===== config.mk =====
export PLATFORM = sky130hd
export DESIGN_NAME = hgc_ram
export DESIGN_NICKNAME = d
export VERILOG_FILES = /design/src/rtl/hgc_pkg.sv /design/src/rtl/hgc_ram.sv
export SDC_FILE = /design/constraint.sdc
export NUM_CORES = 2
export LEC_CHECK = 0
export BUFFER_PORTS_ARGS = -buffer_cell sky130_fd_sc_hd__buf_2
export CAP_MARGIN = 20
export CORE_MARGIN = 4
export CORE_UTILIZATION = 60
export CTS_CLUSTER_DIAMETER = 120
export DETAILED_ROUTE_END_ITERATION = 10
export PLACE_DENSITY = 0.84
export SYNTH_ARGS = -nofsm -noshare
export SYNTH_HDL_FRONTEND = slang
export SYNTH_SLANG_ARGS = --single-unit

===== constraint.sdc =====
create_clock -name clk -period 4.9 [get_ports clk]
set_input_delay 0.245 -clock clk [delete_from_list [all_inputs] [get_ports clk]]
set_output_delay 0.245 -clock clk [all_outputs]
set_load 0.01 [all_outputs]

===== src/rtl/hgc_pkg.sv =====
// Shared types, constants and decode tables for the Hangul glyph composer.
package hgc_pkg;

  localparam int FONT_GLYPHS_DEF = 360;
  localparam int KS_ENTRIES_DEF  = 2350;
  localparam int GLYPH_BYTES     = 32;
  localparam int GLYPH_W         = 9;
  localparam int IDX_W           = 5;

  localparam logic [1:0] ACT_LOAD_FONT = 2'd0;
  localparam logic [1:0] ACT_LOAD_KS   = 2'd1;
  localparam logic [1:0] ACT_COMPOSE   = 2'd2;

  localparam logic [16:0] KS_HI_BASE = 17'h000B0;
  localparam logic [16:0] KS_ROW     = 17'd94;
  localparam logic [16:0] KS_LO_BASE = 17'h000A1;

  localparam logic [GLYPH_W-1:0] JUNG_BASE    = 9'd160;
  localparam logic [GLYPH_W-1:0] JONG_BASE    = 9'd248;
  localparam logic [7:0]         ISET_OPEN0   = 8'(1 * 20);
  localparam logic [7:0]         ISET_CLOSED0 = 8'(6 * 20);
  localparam logic [6:0]         FSET_BARE    = 7'(1 * 28);
  localparam logic [6:0]         MSET_OPEN    = 7'd22;
  localparam logic [6:0]         MSET_CL_A    = 7'd44;
  localparam logic [6:0]         MSET_CL_B    = 7'd66;
  localparam logic [4:0]         INI_GA2      = 5'd1;
  localparam logic [4:0]         INI_KA       = 5'd16;

  localparam logic [4:0] MAP_INIT [32] = '{
    5'd0, 5'd0, 5'd1, 5'd2, 5'd3, 5'd4, 5'd5, 5'd6, 5'd7, 5'd8, 5'd9, 5'd10,
    5'd11, 5'd12, 5'd13, 5'd14, 5'd15, 5'd16, 5'd17, 5'd18, 5'd19,
    5'd0, 5'd0, 5'd0, 5'd0, 5'd0, 5'd0, 5'd0, 5'd0, 5'd0, 5'd0, 5'd0};

  localparam logic [4:0] MAP_MED [32] = '{
    5'd0, 5'd0, 5'd0, 5'd1, 5'd2, 5'd3, 5'd4, 5'd5, 5'd0, 5'd0, 5'd6, 5'd7,
    5'd8, 5'd9, 5'd10, 5'd11, 5'd0, 5'd0, 5'd12, 5'd13, 5'd14, 5'd15,
    5'd16, 5'd17, 5'd0, 5'd0, 5'd18, 5'd19, 5'd20, 5'd21, 5'd0, 5'd0};

  localparam logic [4:0] MAP_FIN [32] = '{
    5'd0, 5'd0, 5'd1, 5'd2, 5'd3, 5'd4, 5'd5, 5'd6, 5'd7, 5'd8, 5'd9, 5'd10,
    5'd11, 5'd12, 5'd13, 5'd14, 5'd15, 5'd16, 5'd0, 5'd17, 5'd18, 5'd19,
    5'd20, 5'd21, 5'd22, 5'd23, 5'd24, 5'd25, 5'd26, 5'd27, 5'd0, 5'd0};

  localparam logic [7:0] SET_INIT_OPEN [32] = '{
    8'd0, 8'd0, 8'd0, 8'd0, 8'd0, 8'd0, 8'd0, 8'd0, 8'd0, 8'd20, 8'd60,
    8'd60, 8'd60, 8'd20, 8'd40, 8'd80, 8'd80, 8'd80, 8'd40, 8'd20, 8'd60,
    8'd0, 8'd0, 8'd0, 8'd0, 8'd0, 8'd0, 8'd0, 8'd0, 8'd0, 8'd0, 8'd0};

  localparam logic [7:0] SET_INIT_CLOSED [32] = '{
    8'd0, 8'd100, 8'd100, 8'd100, 8'd100, 8'd100, 8'd100, 8'd100, 8'd100,
    8'd120, 8'd140, 8'd140, 8'd140, 8'd120, 8'd120, 8'd140, 8'd140, 8'd140,
    8'd120, 8'd120, 8'd140, 8'd100,
    8'd0, 8'd0, 8'd0, 8'd0, 8'd0, 8'd0, 8'd0, 8'd0, 8'd0, 8'd0};

  localparam logic [6:0] SET_FIN [32] = '{
    7'd0, 7'd0, 7'd56, 7'd0, 7'd56, 7'd28, 7'd56, 7'd28, 7'd56, 7'd84, 7'd0,
    7'd56, 7'd28, 7'd84, 7'd84, 7'd28, 7'd56, 7'd28, 7'd84, 7'd84, 7'd28,
    7'd28, 7'd0, 7'd0, 7'd0, 7'd0, 7'd0, 7'd0, 7'd0, 7'd0, 7'd0, 7'd0};

  typedef struct packed {
    logic [GLYPH_W-1:0] ini_glyph;
    logic [GLYPH_W-1:0] med_glyph;
    logic [GLYPH_W-1:0] fin_glyph;
    logic               has_fin;
  } glyph_sel_t;

  typedef enum logic [2:0] {
    ST_IDLE,
    ST_KS_READ,
    ST_DECODE,
    ST_RD_INI,
    ST_RD_MED,
    ST_RD_FIN,
    ST_PUT,
    ST_BAD
  } state_t;

endpackage


===== src/rtl/hgc_ram.sv =====
// Single-port-write, single-port-read synchronous memory with registered read data.
module hgc_ram
  import hgc_pkg::*;
#(
  parameter int WIDTH = 8,
  parameter int DEPTH = 256,
  parameter int AW    = $clog2(DEPTH)
) (
  input  logic             clk,
  input  logic             we,
  input  logic [AW-1:0]    waddr,
  input  logic [WIDTH-1:0] wdata,
  input  logic             re,
  input  logic [AW-1:0]    raddr,
  output logic [WIDTH-1:0] rdata
);

  logic [WIDTH-1:0] mem [DEPTH];

  always_ff @(posedge clk) begin
    if (we) begin
      mem[waddr] <= wdata;
    end
  end

  // hold read data until the next read
  always_ff @(posedge clk) begin
    if (re) begin
      rdata <= mem[raddr];
    end
  end

endmodule


==> results by group <==
STA
  – Fin. max-slew vios: 0
  – Final worst slack: between 1.5 and 2 ns
  – Fmax: 294 MHz
  – Final setup fails: 0
  – Clock Skews: around 0.042 ns
  – Final hold vios: 0
  – Post-Route Setup TNS: 0 ns
  – RSZ-0062 raised after global routing: no
  – Slew headroom: 0.141
  – Actual slew at the worst max-slew pin: 1.29 ns
  – Fin crit share: 0.693
  – Hold WS: 0.0615 ns
  – Post-layout minimum cycle time: 3.40 ns

Pwr
  – Pleak: roughly 27 nW
  – Worst VDD drop: 0.569 mV
  – Power, Total: 35.8 mW
  – Pwr per Cell Area: 408 mW/mm^2

Global routing
  – Number of global-route vias before repair: roughly 42k
  – Tot GR Track Use: 0.308
  – First-pass GRT wire length: a little over 300 mm
  – Gr ovfl total: 0
  – Largest net degree at the start of global routing: 164
  – Initial antenna violation count: 13

Hold path
  – Worst hold endpoint: mem[240][1]$_DFFE_PP_
  – Hold_sp: wdata[1]
  – Worst hold path class: input pin to flop
  – Worst Hold Depth: 1

Routing
  – DRT Pass-1 Iters: 6
  – Vias per Instance: 7.24
  – Initial DRC count: between 7k and 8k
  – WL per Instance: 36.4 microns
  – # DRC: 0
  – Post-Route WL: 209 mm
  – Detail Route Antenna Nets: 0
  – Routed via count: around 42k

Critical path
  – CP Data Arrival Time: 3.91 ns
  – Setup crit start kind: input pin
  – Reg2Reg Setup Slack: 1.77 ns
  – Worst path max stage delay: approximately 0.92 ns
  – Critical-path maximum fanout: 20
  – CP max-delay cell: a211oi_1
  – RR Startpoint: mem[9][6]$_DFFE_PP_
  – Crit path capture type: flop
  – Reg2Reg Depth: 6
  – Most frequent CP cell: a211oi_1
  – Crit path from: raddr[4]
  – R2R Path End: rdata[6]$_DFFE_PP_
  – Worst-path cell chain: buf_2 -> buf_4 -> nand2b_1 -> a211oi_1 -> a311oi_1 -> o221ai_1 -> a211oi_1 -> nor4_1
  – Required time worst endpoint: 5.41 ns
  – Critical path type: input pin to flop

Yosys
  – Post-Synthesis Cells: 3,733
  – Register area share after synthesis: 0.775
  – Post-synth top area share: 0.775
  – Synth Warn #: 0
  – Synth cell types: 54
  – Syn Nets: 3,760
  – Yosys top cell by area: edfxtp_1
  – Most common flop cell mapped by yosys: edfxtp_1
  – Post-Syn Area: 0.0796 sq mm
  – Synthesized flop and latch total: 2,056
  – Ys async rst share: 0
  – Avg Cell Area, Syn: ~21 sq um
  – Post-synth EDFFs: around 2.1k
  – Area contributors post-synth: edfxtp_1 78%, mux4_2 13%, mux2i_1 1.7%

Layout
  – Commonest cells after routing, fill and taps aside: 2,056 x edfxtp_1, 454 x mux4_2, 279 x nor2_1, 196 x clkbuf_16, 134 x mux2i_1
  – Commonest non-fill, non-tap cell in the layout: edfxtp_1
  – Nets: 3,866
  – FILL cells: 7,435
  – Layout cells sized above 1: 0.218
  – Area added between synthesis and finish: 10.3%
  – End-of-flow core utilization: 0.667

Die
  – Top Ports: 35
  – Die Area: 0.139 sq mm
  – Starting Density: 0.605
  – Row count: 133
  – Core area: 0.132 sq mm
  – Die Y: 372 microns
  – Die Wd: 372 microns

Clock network
  – CTS tree: yes
  – # resized after CTS: 0
  – Clock sinks: a little over 2k
  – Root buffer cell: clkbuf_16
  – Worst-case clock buffer depth: 3
  – Worst-Skew Late Latency: between 0.8 and 0.9 ns
  – CTS Buf Count: 190
  – Clk pin slew, worst setup/hold paths: 0.06 ns
  – H-tree levels: 4

Placed design
  – Placer congestion estimate: 0.897
  – IO Port Bufs: 34
  – DP Wirelength: ~120 mm
  – Post-place setup slack: between 0.9 and 1 ns

Flow run
  – Max-Cap Viols: 0

Run status
  – Status: complete, no violations
-- how the worst max path moves through the flow --
stage / to / slack (ns) / cells past startpoint
final: rdata[3]$_DFFE_PP_ / 1.50 / 8
after global routing: rdata[3]$_DFFE_PP_ / 1.57 / 8
after CTS: rdata[6]$_DFFE_PP_ / 1.83 / 8
after detailed placement: rdata[4]$_DFFE_PP_ / 0.97 / 9
after global placement: rdata[3]$_DFFE_PP_ / 1.08 / 8
after floorplan: rdata[2]$_DFFE_PP_ / 2.58 / 9
-- timing repair --
item / CTS / global route
hold buffers: 1 / 0
hold endpoints to repair: 8 / 0
setup buffers: 0 / 0
-- cells by family (layout without fill, tap and decap cells) --
group,count (synthesis),in the layout,share of synthesized area
DFF,2056,2056,0.775
buffers and inverters,235,496,0.0183
other,0,8,0
AOI/OAI and AO/OA,385,385,0.0342
muxes,591,591,0.146
and+or+nand+nor,466,466,0.0263
-- cell usage after synthesis, types with 3 or more instances --
master / n
nand2b_1: 8
buf_2: 31
buf_8: 13
mux2i_1: 134
nor2b_1: 31
nor4_2: 3
or2_2: 4
o21ai_0: 10
nor2_1: 282
and2_1: 6
buf_12: 8
o32ai_1: 4
edfxtp_1: 2056
a22oi_1: 133
nand4_1: 10
o22ai_1: 28
a21oi_1: 96
buf_1: 22
o221ai_1: 46
nor3_1: 22
a221oi_1: 13
a22o_1: 8
a211oi_1: 16
buf_6: 21
nand3_1: 34
buf_4: 27
mux4_2: 454
nand2_1: 33
nor4_1: 24
o211ai_1: 10
clkbuf_1: 111
o22a_1: 5
-- routing by layer --
| layer | vias up | track usage | wire [microns] |
|---|---|---|---|
| li1 | 15900 | - | - |
| met1 | 21100 | 0.405 | 67800 |
| met2 | 3901 | 0.480 | 100000 |
| met3 | 807 | 0.0887 | 28200 |
| met4 | 8 | 0.153 | 13300 |
| met5 | - | 0 | 57 |
-- layout make-up --
cell class                 count  area [sq um]  share of cell area
clock inverter               112           973              0.0111
antenna                        8          20.0            0.000228
multi-input combinational   1442         16500               0.188
clock buffer                 235          5050              0.0575
tap                         1755          2200              0.0250
inverter                       2          7.51           0.0000855
timing repair buffer         147          1340              0.0153
sequential                  2056         61700               0.703
-- power breakdown --
| part | switching (mW) | internal (mW) | total [mW] |
|---|---|---|---|
| combinational | 1.18 | 0.580 | 1.76 |
| clock | 6.54 | 8.06 | 14.6 |
| sequential | 0.0318 | 19.4 | 19.4 |
-- state kept, by name, summed over array words and instances, names as in the netlist --
signal	flops
rdata	8
mem	2048
-- stage by stage --
step / cells / area, sq um
final: 5757 / 87800
after global routing: 5750 / 87800
after CTS: 5745 / 87700
after detailed placement: 5397 / 81700
after global placement: 5396 / 81700
after floorplan: 3733 / 79600
-- critical path, delay by kind of cell --
family	cells	cell delay, ns
compound gates	4	1.67
buf+inv	2	1.08
simple gates	2	0.87
Power figures use the tool's default switching activity.
