`src/rtl/hgc_pkg.sv`:
```
// Shared types, constants and decode tables for the Hangul glyph composer.
package hgc_pkg;

  localparam int FONT_GLYPHS_DEF = 360;
  localparam int KS_ENTRIES_DEF  = 2350;
  localparam int GLYPH_BYTES     = 32;
  localparam int GLYPH_W         = 9;
  localparam int IDX_W           = 5;

  localparam logic [1:0] ACT_LOAD_FONT = 2'd0;
  localparam logic [1:0] ACT_LOAD_KS   = 2'd1;
  localparam logic [1:0] ACT_COMPOSE   = 2'd2;

  localparam logic [16:0] KS_HI_BASE = 17'h000B0;
  localparam logic [16:0] KS_ROW     = 17'd94;
  localparam logic [16:0] KS_LO_BASE = 17'h000A1;

  localparam logic [GLYPH_W-1:0] JUNG_BASE    = 9'd160;
  localparam logic [GLYPH_W-1:0] JONG_BASE    = 9'd248;
  localparam logic [7:0]         ISET_OPEN0   = 8'(1 * 20);
  localparam logic [7:0]         ISET_CLOSED0 = 8'(6 * 20);
  localparam logic [6:0]         FSET_BARE    = 7'(1 * 28);
  localparam logic [6:0]         MSET_OPEN    = 7'd22;
  localparam logic [6:0]         MSET_CL_A    = 7'd44;
  localparam logic [6:0]         MSET_CL_B    = 7'd66;
  localparam logic [4:0]         INI_GA2      = 5'd1;
  localparam logic [4:0]         INI_KA       = 5'd16;

  localparam logic [4:0] MAP_INIT [32] = '{
    5'd0, 5'd0, 5'd1, 5'd2, 5'd3, 5'd4, 5'd5, 5'd6, 5'd7, 5'd8, 5'd9, 5'd10,
    5'd11, 5'd12, 5'd13, 5'd14, 5'd15, 5'd16, 5'd17, 5'd18, 5'd19,
    5'd0, 5'd0, 5'd0, 5'd0, 5'd0, 5'd0, 5'd0, 5'd0, 5'd0, 5'd0, 5'd0};

  localparam logic [4:0] MAP_MED [32] = '{
    5'd0, 5'd0, 5'd0, 5'd1, 5'd2, 5'd3, 5'd4, 5'd5, 5'd0, 5'd0, 5'd6, 5'd7,
    5'd8, 5'd9, 5'd10, 5'd11, 5'd0, 5'd0, 5'd12, 5'd13, 5'd14, 5'd15,
    5'd16, 5'd17, 5'd0, 5'd0, 5'd18, 5'd19, 5'd20, 5'd21, 5'd0, 5'd0};

  localparam logic [4:0] MAP_FIN [32] = '{
    5'd0, 5'd0, 5'd1, 5'd2, 5'd3, 5'd4, 5'd5, 5'd6, 5'd7, 5'd8, 5'd9, 5'd10,
    5'd11, 5'd12, 5'd13, 5'd14, 5'd15, 5'd16, 5'd0, 5'd17, 5'd18, 5'd19,
    5'd20, 5'd21, 5'd22, 5'd23, 5'd24, 5'd25, 5'd26, 5'd27, 5'd0, 5'd0};

  localparam logic [7:0] SET_INIT_OPEN [32] = '{
    8'd0, 8'd0, 8'd0, 8'd0, 8'd0, 8'd0, 8'd0, 8'd0, 8'd0, 8'd20, 8'd60,
    8'd60, 8'd60, 8'd20, 8'd40, 8'd80, 8'd80, 8'd80, 8'd40, 8'd20, 8'd60,
    8'd0, 8'd0, 8'd0, 8'd0, 8'd0, 8'd0, 8'd0, 8'd0, 8'd0, 8'd0, 8'd0};

  localparam logic [7:0] SET_INIT_CLOSED [32] = '{
    8'd0, 8'd100, 8'd100, 8'd100, 8'd100, 8'd100, 8'd100, 8'd100, 8'd100,
    8'd120, 8'd140, 8'd140, 8'd140, 8'd120, 8'd120, 8'd140, 8'd140, 8'd140,
    8'd120, 8'd120, 8'd140, 8'd100,
    8'd0, 8'd0, 8'd0, 8'd0, 8'd0, 8'd0, 8'd0, 8'd0, 8'd0, 8'd0};

  localparam logic [6:0] SET_FIN [32] = '{
    7'd0, 7'd0, 7'd56, 7'd0, 7'd56, 7'd28, 7'd56, 7'd28, 7'd56, 7'd84, 7'd0,
    7'd56, 7'd28, 7'd84, 7'd84, 7'd28, 7'd56, 7'd28, 7'd84, 7'd84, 7'd28,
    7'd28, 7'd0, 7'd0, 7'd0, 7'd0, 7'd0, 7'd0, 7'd0, 7'd0, 7'd0, 7'd0};

  typedef struct packed {
    logic [GLYPH_W-1:0] ini_glyph;
    logic [GLYPH_W-1:0] med_glyph;
    logic [GLYPH_W-1:0] fin_glyph;
    logic               has_fin;
  } glyph_sel_t;

  typedef enum logic [2:0] {
    ST_IDLE,
    ST_KS_READ,
    ST_DECODE,
    ST_RD_INI,
    ST_RD_MED,
    ST_RD_FIN,
    ST_PUT,
    ST_BAD
  } state_t;

endpackage

```
`src/rtl/hgc_code_split.sv`:
```
// Splits a johab code into the glyph numbers of its initial, medial and final parts.
module hgc_code_split
  import hgc_pkg::*;
(
  input  logic [15:0] code,
  output glyph_sel_t  sel
);

  logic [4:0] ini;
  logic [4:0] med;
  logic [4:0] fin;
  logic [7:0] iset;
  logic [6:0] mset;
  logic [6:0] fset;
  logic       ini_round;

  always_comb begin
    ini       = MAP_INIT[code[14:10]];
    med       = MAP_MED[code[9:5]];
    fin       = MAP_FIN[code[4:0]];
    ini_round = (ini == INI_GA2) || (ini == INI_KA);
    fset      = '0;
    if (fin == '0) begin
      if (med == '0) begin
        iset = ISET_OPEN0;
        mset = '0;
      end else begin
        iset = SET_INIT_OPEN[med];
        mset = ini_round ? '0 : MSET_OPEN;
      end
    end else begin
      if (med == '0) begin
        iset = ISET_CLOSED0;
        mset = '0;
        fset = FSET_BARE;
      end else begin
        iset = SET_INIT_CLOSED[med];
        mset = ini_round ? MSET_CL_A : MSET_CL_B;
        fset = SET_FIN[med];
      end
    end
    sel.ini_glyph = GLYPH_W'(iset) + GLYPH_W'(ini);
    sel.med_glyph = JUNG_BASE + GLYPH_W'(mset) + GLYPH_W'(med);
    sel.has_fin   = (fin != '0);
    // no final: park the read on glyph zero, its data is masked
    sel.fin_glyph = sel.has_fin ? (JONG_BASE + GLYPH_W'(fset) + GLYPH_W'(fin)) : '0;
  end

endmodule

```
`config.mk`:
```
export PLATFORM = sky130hd
export DESIGN_NAME = hgc_code_split
export DESIGN_NICKNAME = d
export VERILOG_FILES = /design/src/rtl/hgc_pkg.sv /design/src/rtl/hgc_code_split.sv
export SDC_FILE = /design/constraint.sdc
export NUM_CORES = 1
export LEC_CHECK = 0
export ABC_CLOCK_PERIOD_IN_PS = 18590
export BUFFER_PORTS_ARGS = -buffer_cell sky130_fd_sc_hd__buf_2
export CAP_MARGIN = 10
export CORE_UTILIZATION = 45
export DETAILED_ROUTE_END_ITERATION = 7
export PLACE_DENSITY = 0.68
export SYNTH_ARGS = -nofsm -noshare
export SYNTH_HDL_FRONTEND = slang
export SYNTH_SLANG_ARGS = --single-unit
```
`constraint.sdc`:
```
create_clock -name vclk -period 18.59
set_clock_uncertainty 0.2 [all_clocks]
set_input_delay 5.577 -clock vclk [all_inputs]
set_output_delay 5.577 -clock vclk [all_outputs]
set_load 0.02 [all_outputs]
```
==> summary by stage <==
Yosys
The commonest cells after synthesis are sky130_fd_sc_hd__ha_1, sky130_fd_sc_hd__nand2_1, sky130_fd_sc_hd__nor2_1. The most common cell in the synthesized netlist is sky130_fd_sc_hd__ha_1. The yosys synthesis warning count is 0. The library cell occupying the most area in the post-synthesis netlist is sky130_fd_sc_hd__ha_1. Synthesis produced a netlist with a net count of 328. The unique cell type count in the Yosys netlist is 62. In this run the cell area of the synthesized design comes to 0.002047 mm².

The synthesized netlist cell count is 270. Yosys attributes the largest share of cell area to sky130_fd_sc_hd__ha_1, sky130_fd_sc_hd__a21oi_1, sky130_fd_sc_hd__nand2_1, sky130_fd_sc_hd__xnor2_1, sky130_fd_sc_hd__a21o_1. Of the post-synthesis cell area, the dominant cell type holds 23.84%. Sequential cells were found to cover 0% of the synthesized design area.

Averaged over all synthesized cells, the footprint is 7.581 µm².

Route
The routed design has 4.553 mm of wire. The per-cell routed wire length is 12.83 µm. The remaining number of nets flagged by the antenna check after routing is 0. For this block, the initial DRC count from the detailed router was 174. The first TritonRoute pass finished after 4 iterations. After detailed routing, the number of remaining DRC violations is 0. The via count is 1993. The vias per cell is 5.614.

Power and ir drop
The largest vdd supply drop is 0.00005135 V. The total power divided by cell area is 53.62 mW/mm². The leakage power total is 0.001104 µW. The overall power of the completed layout is 120.8 µW.

Clock network
The post-cts sizing count is 0. For this design, the CTS-stage hold fixing added 0 buffers. Post-CTS timing repair inserted 0 buffers for setup.

Floorplanning
The row count is 24. The chip width is 69.45 µm. The number of placed I/O pins is 44. The core region area is 0.004354 mm². The effective utilization at floorplan is 47.01%. The vertical die dimension is 69.45 µm. The full die area is 0.004823 mm².

STA
The number of setup violations in the final report is 0. Subtracting the final worst setup slack from the clock period gives 15030 ps. Setup repair after global routing left no endpoint under its margin.

The number of hold violations in the final report is 0. The number of max-slew violations in the final report is 0. Of the available clock period, the critical path in the final layout requires 80.85%. After routing, the total negative slack on setup checks comes to 0 ps. The normalized max-slew margin is 62.16%. The maximum frequency from static timing analysis is 0.06653 GHz. At the pin with the least slew margin, the transition time is 561.7 ps.

Global route
The total overflow left after global routing is 0. In the global route stage, overall resource usage came out at 18.17%. The via count of the first global-routing pass is 1733. The initial antenna violation count came to 0. The first global-routing pass estimated 7.679 mm of wire. The largest net degree at the start of global routing is 20.

Worst setup path
The largest single stage delay on the critical path is 520 ps. The cell occurring most often along the worst timing path is sky130_fd_sc_hd__ha_1. The critical path's slowest cell is sky130_fd_sc_hd__or3_1. The data required time at the worst endpoint is 12810 ps. The worst setup path is launched from an input port. The arrival time at the worst endpoint is 9250 ps. The most critical setup path has its startpoint at code[7]. The critical path goes through buf_2, inv_1, ha_1, mux2i_1, a21o_1, ha_1, o211ai_1, or3_1, nand3_1, nand2_1, ha_1, inv_1, ha_1, fa_1, a21oi_1, nor2_1, nor2_1, xnor2_1, nor2_1, buf_2. The critical path is of the in -> out type.

The capturing element type of the critical path is an output pin. The top fanout value on the critical path is 7.

Worst hold path
The type of the worst min-delay path is in -> out. The path with the worst hold slack has its endpoint at sel[19]. The worst hold path begins at code[10]. The number of stages on the worst hold path is 3.

Final layout
The net count of the finished layout is 363. The final design area excluding fillers is 0.002253 mm². Leaving out filler cells and counting taps, the final layout contains 355.

The sequential cell count is 0. The number of antenna diodes in the final layout is 0. Registers take 0 µm². The proportion of layout cells with a drive suffix above 1 is 26.40%. Clock buffers in the final layout number 0. The relative area change from synthesis to final layout is 10.09%. Measured on the finished design, the core utilization comes to 51.75%.

Placement
The HPWL reported at the end of detailed placement is 3.667 mm. The congestion estimate from routability-driven global placement came to 0.8746. The total of buffers placed on input and output ports is 43. The placed instances occupy a cell area of 0.002253 mm². Once placement completed, the tool counted placed cells totaling 355.

Outcome
The run finished with clean final reports.

Flow run
Max-cap violations in this run came to 0.
cell families (layout without fill, tap and decap cells):
family	count (synthesis)	in the layout	share of synthesized area, %
AND/OR/NAND/NOR	94	94	26.59
adder cells (fa/ha/maj)	42	42	26.77
buffers and inverters	34	67	8.373
AO/OA/AOI/OAI	83	83	29.34
XOR/XNOR	11	11	4.707
multiplexers	6	6	4.217
power by group:
| part | internal (µW) | switching (µW) | total [µW] |
|---|---|---|---|
| logic | 46.8 | 74.0 | 121 |
| registers | 0 | 0 | 0 |
| clock network | 0 | 0 | 0 |
| total | 46.8 | 74.0 | 121 |
cell type report:
type                       instances  area, µm²
tap                               52      65.06
inverter                          24      97.59
timing repair buffer              43      215.2
multi-input combinational        236       1876
fill                             428       2101
cell usage in the layout (no fill, tap or decap), drive strengths merged, types with 2 or more instances in the layout:
cell type / instances
buf: 43
ha: 39
nand2: 24
inv: 24
o21ai: 24
nor2: 22
a21oi: 19
a21o: 10
xnor2: 9
nor3: 8
and2: 7
nor2b: 6
nand2b: 6
o221ai: 4
nor3b: 4
o22ai: 4
o21a: 3
mux2i: 3
or3: 3
a31oi: 3
nand3: 3
fa: 3
o211ai: 3
a32oi: 3
or3b: 2
mux4: 2
and3b: 2
and3: 2
xor2: 2
a221o: 2
a31o: 2
a211oi: 2
routing by layer:
metal | share of wire (%) | vias up | routed length [µm] | global-route usage (%)
met4 | 0 | 0 | 0 | 0
met5 | 0 | - | 0 | 0
met1 | 49 | 900 | 2252 | 27.49
met3 | 4.5 | 0 | 206 | 0
li1 | - | 1043 | - | -
met2 | 46 | 50 | 2093 | 30.74
through the flow:
step / hold WS (ps) / worst slack [ps]
after floorplan: 11120 / 4084
after global placement: 11390 / 3574
after detailed placement: 11390 / 3564
after CTS: 11390 / 3552
after global routing: 11410 / 3197
final: 11390 / 3559
worst max-delay path, delay by kind of cell:
kind / cells / cell delay [ps]
adders and majority gates: 5 / 1400
and+or+nand+nor: 6 / 920
AOI/OAI and AO/OA: 3 / 600
buffers and inverters: 4 / 450
muxes: 1 / 140
xor gates and xnor gates: 1 / 140
worst max path at each step:
stage | endpoint | slack (ps)
final | sel[8] | 3560
after global routing | sel[8] | 3200
after CTS | sel[8] | 3550
after detailed placement | sel[8] | 3560
after global placement | sel[8] | 3570
after floorplan | sel[8] | 4080
No activity file was read; power rests on OpenSTA's default activity.
